===== config.mk =====
export PLATFORM = sky130hd
export DESIGN_NAME = kmv_ctrl
export DESIGN_NICKNAME = d
export VERILOG_FILES = /design/src/rtl/core/kmv_pkg.sv /design/src/rtl/core/kmv_ctrl.sv
export VERILOG_INCLUDE_DIRS = /design/src /design/src/rtl/core
export SDC_FILE = /design/constraint.sdc
export NUM_CORES = 1
export LEC_CHECK = 0
export BUFFER_PORTS_ARGS = -buffer_cell sky130_fd_sc_hd__buf_4
export CORE_AREA = 10 10 47 49
export DETAILED_ROUTE_END_ITERATION = 8
export DIE_AREA = 0 0 57 59
export PLACE_DENSITY = 0.46
export SYNTH_ARGS = -nofsm -noshare
export SYNTH_HDL_FRONTEND = slang
export SYNTH_SLANG_ARGS = --single-unit

===== constraint.sdc =====
create_clock -name clk -period 1 [get_ports clk]
set_input_delay 0.2 -clock clk [delete_from_list [all_inputs] [get_ports clk]]
set_output_delay 0.2 -clock clk [all_outputs]
set_load 0.02 [all_outputs]

===== src/rtl/core/zero_one_knapsack_max_value_unit_assert.svh =====
// Assertion macros for the knapsack unit's RTL files; included by the controller.
// Each macro expects signals named clk and rst in the including module.
`ifndef ZERO_ONE_KNAPSACK_MAX_VALUE_UNIT_ASSERT_SVH
`define ZERO_ONE_KNAPSACK_MAX_VALUE_UNIT_ASSERT_SVH

// Consequent must hold in the same cycle as the antecedent.
`define KMV_ASSERT_SAME(label, ante, cons, msg) \
  label: assert property (@(posedge clk) disable iff (rst) (ante) |-> (cons)) \
    else $error(msg);

// Consequent must hold in the cycle after the antecedent.
`define KMV_ASSERT_NEXT(label, ante, cons, msg) \
  label: assert property (@(posedge clk) disable iff (rst) (ante) |=> (cons)) \
    else $error(msg);

`endif


===== src/rtl/core/kmv_pkg.sv =====
// Shared types and constants for the knapsack maximum-value unit.
// No dependencies; imported by the controller, datapath and top level.
package kmv_pkg;

  // Fixed field widths.
  localparam int CAP_W  = 10;
  localparam int VOL_W  = 8;
  localparam int VAL_W  = 8;
  localparam int BEST_W = 18;

  // Defaults for the top-level parameters.
  localparam int TABLE_DEPTH_DEFAULT = 1024;
  localparam int VALUE_WIDTH_DEFAULT = 18;

  // Commands from the controller to the datapath.
  typedef struct packed {
    logic load;         // capture the input beat and preset the sweep counter
    logic step;         // issue one table read and move the counter down
    logic sweep_end;    // last write of the sweep is going out this cycle
    logic answer_rd;    // read the table entry at the configured capacity
    logic answer_load;  // move the answer into the output register
  } kmv_cmd_t;

  // Status from the datapath to the controller.
  typedef struct packed {
    logic cnt_zero;     // sweep counter is at entry zero
    logic last;         // the held item closes a problem
    logic out_free;     // output register can take a new result
  } kmv_status_t;

endpackage


===== src/rtl/core/kmv_ctrl.sv =====
// Controller state machine for the knapsack unit: sequences load, sweep and answer.
// Depends on kmv_pkg and the assertion macro header.
`include "zero_one_knapsack_max_value_unit_assert.svh"

module kmv_ctrl (
  input  logic                 clk,
  input  logic                 rst,
  input  logic                 in_valid,
  output logic                 in_ready,
  input  kmv_pkg::kmv_status_t status,
  output kmv_pkg::kmv_cmd_t    cmd
);
  import kmv_pkg::*;

  localparam logic [2:0] S_IDLE   = 3'd0;
  localparam logic [2:0] S_SWEEP  = 3'd1;
  localparam logic [2:0] S_DRAIN  = 3'd2;
  localparam logic [2:0] S_READ   = 3'd3;
  localparam logic [2:0] S_ANSWER = 3'd4;

  logic [2:0] state;
  logic [2:0] state_next;

  // Next-state and command decode.
  always_comb begin
    state_next = state;
    cmd        = '0;
    in_ready   = 1'b0;
    unique case (state)
      S_IDLE: begin
        in_ready = 1'b1;
        if (in_valid) begin
          cmd.load   = 1'b1;
          state_next = S_SWEEP;
        end
      end
      S_SWEEP: begin
        cmd.step = 1'b1;
        if (status.cnt_zero) begin
          state_next = S_DRAIN;
        end
      end
      S_DRAIN: begin
        cmd.sweep_end = 1'b1;
        state_next    = status.last ? S_READ : S_IDLE;
      end
      S_READ: begin
        cmd.answer_rd = 1'b1;
        state_next    = S_ANSWER;
      end
      S_ANSWER: begin
        // Keep the read address steady until the output register is free.
        cmd.answer_rd = 1'b1;
        if (status.out_free) begin
          cmd.answer_load = 1'b1;
          state_next      = S_IDLE;
        end
      end
      default: begin
        state_next = S_IDLE;
      end
    endcase
  end

  // State register.
  always_ff @(posedge clk) begin
    if (rst) begin
      state <= S_IDLE;
    end else begin
      state <= state_next;
    end
  end

  // An accepted beat starts a sweep, and the sweep ends only through the drain cycle.
  `KMV_ASSERT_NEXT(a_accept_sweeps, in_valid && in_ready, state == S_SWEEP, "accept did not start sweep")
  `KMV_ASSERT_NEXT(a_sweep_drains, state == S_SWEEP && status.cnt_zero, state == S_DRAIN, "sweep did not drain")
  // Only a closing item leads to an answer read.
  `KMV_ASSERT_NEXT(a_drain_idle, state == S_DRAIN && !status.last, state == S_IDLE, "answer without last item")
  // The answer never overwrites a result that is still waiting.
  `KMV_ASSERT_SAME(a_answer_free, cmd.answer_load, status.out_free, "answer overwrote pending result")

endmodule


# --- Word level (Yosys, flattened, before mapping) ---
# Cells that the tools add are included.
word_totals:
  reg_bits: 3
  in_bits: 6
  output_inout_bits: 6
  elab_cells: 24
op_classes:
  eq_ne: 7
  n_mux: 13
  reduce_logical: 3
ops:
  columns: ["op", "n"]
  rows:
  - ["$pmux W3 S5", 1]
  - ["$mux W3", 3]
  - ["$mux W1", 8]
  - ["$eq A3 B2 Y1 const B", 2]
  - ["$ne A2 B2 Y1 const B", 3]
  - ["$eq A3 B1 Y1 const B", 1]
  - ["$eq A3 B3 Y1 const B", 1]
  - ["$logic_not A3 Y1", 1]
  - ["$reduce_and A3 Y1", 1]
  - ["$mux W2", 1]
  - ["$reduce_or A2 Y1", 1]

# --- Depth between registers and ports, before layout ---
logic_depth:
  ltp_word: 3
  depth_mapped: 3
  depth_no_buf: 2

# --- Worst setup path after synthesis ---
# OpenSTA, ideal clock, no wires.
synth_timing:
  path_type: "register -> output"
  startpoint: "register state[0]"
  endpoint: "output cmd[4] (netlist name)"
  arrival_time_ps: 1279
  required_time_ps: 800
  slack_ps: -479
  stages_incl_launch_ff: 4
  path_buffers: 1
  path_cell_list: "dfxtp_1 buf_6 nor3_1 and2_1"
synth_lines:
  columns: ["element", "line", "source"]
  rows:
  - ["from (decl)", "kmv_ctrl.sv:21", "logic [2:0] state;"]
  - ["from (signal assigned)", "kmv_ctrl.sv:70", "state <= state_next;"]
  - ["to (decl)", "kmv_ctrl.sv:11", "output kmv_pkg::kmv_cmd_t cmd"]

==> flow_summary_export.csv <==
group,metric,value,unit
outcome,status,"finished with violations",
outcome,violations,"negative setup slack",
detailed_routing,vias,240,
global_route,grt_pass1_vias,261,
logic_synthesis,synth_top_cell_by_area,"dfxtp_1",
floorplanning,fp.dieW,57,um
worst_setup_path,r2r-start,"state[1]",
worst_setup_path,reg2reg_depth,3,
finish,largest_reg_flops,3,
worst_setup_path,path_max_fanout,3,
worst_hold_path,hold_path.class,"primary input to flip-flop",
worst_setup_path,end_kind,"output pin",
finish,regMostFlops,"state",
worst_setup_path,critPathKind,"flip-flop to output pin",
sta,fin_crit_sh,137.5,%
sta,hold_viol_final,0,
placement,port_buffers,11,
worst_setup_path,cp-endpoint,"cmd[0]",
power_and_ir_drop,p_leak,0.2066,nW
floorplanning,row_count,14,
worst_setup_path,r2r_end,"state[0]",
logic_synthesis,seq_area_frac_synth,27.75,%
detailed_routing,drt_wl_total,694,um
detailed_routing,wl_per_cell,11.76,um
sta,fin_setup_tns,-1.857,ns
clock_network,cts_hold_buf,0,
clock_network,cts.clk_slew.worst_paths,0.04,ns
finish,syn2layout_area_growth,98.27,%
detailed_routing,route.detailed.drc,0,
clock_network,cts_tree,"built",
detailed_routing,dr.pass1.iters,2,
power_and_ir_drop,powerDensity,1176,nW/um^2
finish,final_net_count,50,
sta,setup_viol,8,
logic_synthesis,synth_top_area_share,27.75,%
placement,place_hpwl,571.5,um
worst_setup_path,arrival,1.17,ns
floorplanning,core_area,1401,sq um
worst_setup_path,startpoint,"state[1]",
global_route,overflow,0,
sta,fmax,727.4,MHz
sta,rsz0062_at_grt,"true",
finish,nFillCells,162,
clock_network,cts_buffer_depth,2,
sta,fin_crit,1.375,ns
placement,placement.cell_area,360.3,sq um
finish,final_area,429.2,sq um
clock_network,clock_latency,0.23,ns
logic_synthesis,synth_cells,23,
worst_setup_path,required,0.80,ns
global_route,grt_pass1_wl,1090,um
logic_synthesis,synthTopCellsByArea,"dfxtp_1 (28%), buf_6 (10%), nand3b_1 (10%)",
detailed_routing,dr.first_iter.drc_count,1,
detailed_routing,drt.antenna.violating_nets,0,
floorplanning,die_height,59,um
floorplanning,start_util,15.45,%
logic_synthesis,yosys_warnings,0,
power_and_ir_drop,p_total,0.5048,mW
power_and_ir_drop,ir_drop,0.4894,mV
sta,slew_violations,0,
placement,gp_congestion,0.7001,
worst_setup_path,startpoint_type,"flip-flop",
finish,fin_util,30.63,%
clock_network,cts_sinks,3,
clock_network,htree_num_levels,1,
sta,worst_pin_slew,0.1547,ns
clock_network,cts_made_buffers,3,
run,drv_cap,0,
floorplanning,num_io_pins,12,
global_route,antenna_found_initial,0,
global_route,grt_use_total,4.149,%
finish,drive_gt1_share,79.07,%
sta,setup_ws,-0.3747,ns
sta,max-slew-margin-rel,89.65,%
sta,clock_skew,0.001359,ns
finish,reg.largest.list,"state (3)",
floorplanning,die_area,3363,sq um
global_route,grt_max_degree,9,
finish,diodes,0,
sta,hold_slack,0.1845,ns
logic_synthesis,yosysUniqueCellTypes,17,
clock_network,ctsRootBufferMaster,"clkbuf_4",
worst_setup_path,rrSetupSlack,-0.11,ns
detailed_routing,via_per_inst,4.068,
logic_synthesis,syn_area_per_cell,9.411,sq um
logic_synthesis,syn-num-nets,29,
logic_synthesis,netlist_area,216.5,sq um
logic_synthesis,ys_ff_latch,3,
[synthesized netlist by cell type]
| cell | n |
|---|---|
| nand2_1 | 1 |
| nor3_1 | 1 |
| or2_2 | 1 |
| nor2_1 | 1 |
| a21boi_0 | 1 |
| and2_1 | 1 |
| nor2_2 | 1 |
| nand3b_1 | 3 |
| o211a_1 | 1 |
| o22ai_2 | 1 |
| inv_1 | 1 |
| mux2_4 | 1 |
| o21ai_0 | 1 |
| nor3b_1 | 2 |
| or3b_4 | 1 |
| buf_6 | 2 |
| dfxtp_1 | 3 |
[metal layers]
metal / wire [um] / vias to the layer above / track usage [%]
met1: 308 / 111 / 4.157
met2: 338 / 9 / 6.667
met3: 47 / 0 / 1.931
li1: - / 120 / -
met4: 0 / 0 / 3.020
met5: 0 / - / 0
[worst min-delay path by stage]
stage	startpoint	end	slack [ns]	cells after the start
floorplan	rst	state[2]	0.31	1
global placement	rst	state[2]	0.42	2
detailed placement	rst	state[2]	0.42	2
CTS	rst	state[2]	0.17	2
global route	rst	state[2]	0.19	2
finish	rst	state[2]	0.18	2
[logic make-up after synthesis]
| group | count (synthesis) | synth area share [%] |
|---|---|---|
| AND/OR/NAND/NOR | 12 | 36.99 |
| flip-flops | 3 | 27.75 |
| AO/OA/AOI/OAI | 4 | 16.18 |
| multiplexers | 1 | 6.934 |
| buffers and inverters | 3 | 12.14 |
[critical path, stage by stage (launching register included)]
cell     delay [ns]
dfxtp_2        0.31
or3b_4         0.42
nor2_4         0.10
buf_6          0.12
[final cells by class]
| cell class | instances | area (sq um) | share of cell area (%) |
|---|---|---|---|
| inverter | 1 | 3.754 | 0.8746 |
| tap | 16 | 20.02 | 4.665 |
| timing repair buffer | 18 | 153.9 | 35.86 |
| clock buffer | 4 | 26.28 | 6.122 |
| sequential | 3 | 63.81 | 14.87 |
| multi-input combinational | 17 | 161.4 | 37.61 |
[metrics by stage]
step	setup slack (ns)	std cells
after floorplan	-0.1821	23
after global placement	-0.1308	53
after detailed placement	-0.1379	53
after CTS	-0.3851	58
after global routing	-0.3932	59
final	-0.3747	59
[layout by cell type, fill, tap and decap left out, types with 2 or more instances in the layout]
cell	instances
buf_4	13
clkbuf_4	3
buf_6	5
nand3b_1	3
dfxtp_2	3
nor3b_2	2
[report_power, final]
part           leakage, nW  total [mW]  switching, mW  internal (mW)
clock network       0.0150       0.208         0.0590          0.149
logic                0.166       0.164         0.0713         0.0925
registers           0.0258       0.133        0.00406          0.129
total                0.207       0.505          0.134          0.370
[what timing repair did]
item / in CTS / in global routing
setup buffers: 1 / 1
pin swaps: 1 / 1
gates cloned: 0 / 0
gates resized for setup: 8 / 1
setup endpoints to repair: 8 / 9
(Power assumes the default switching activity.)
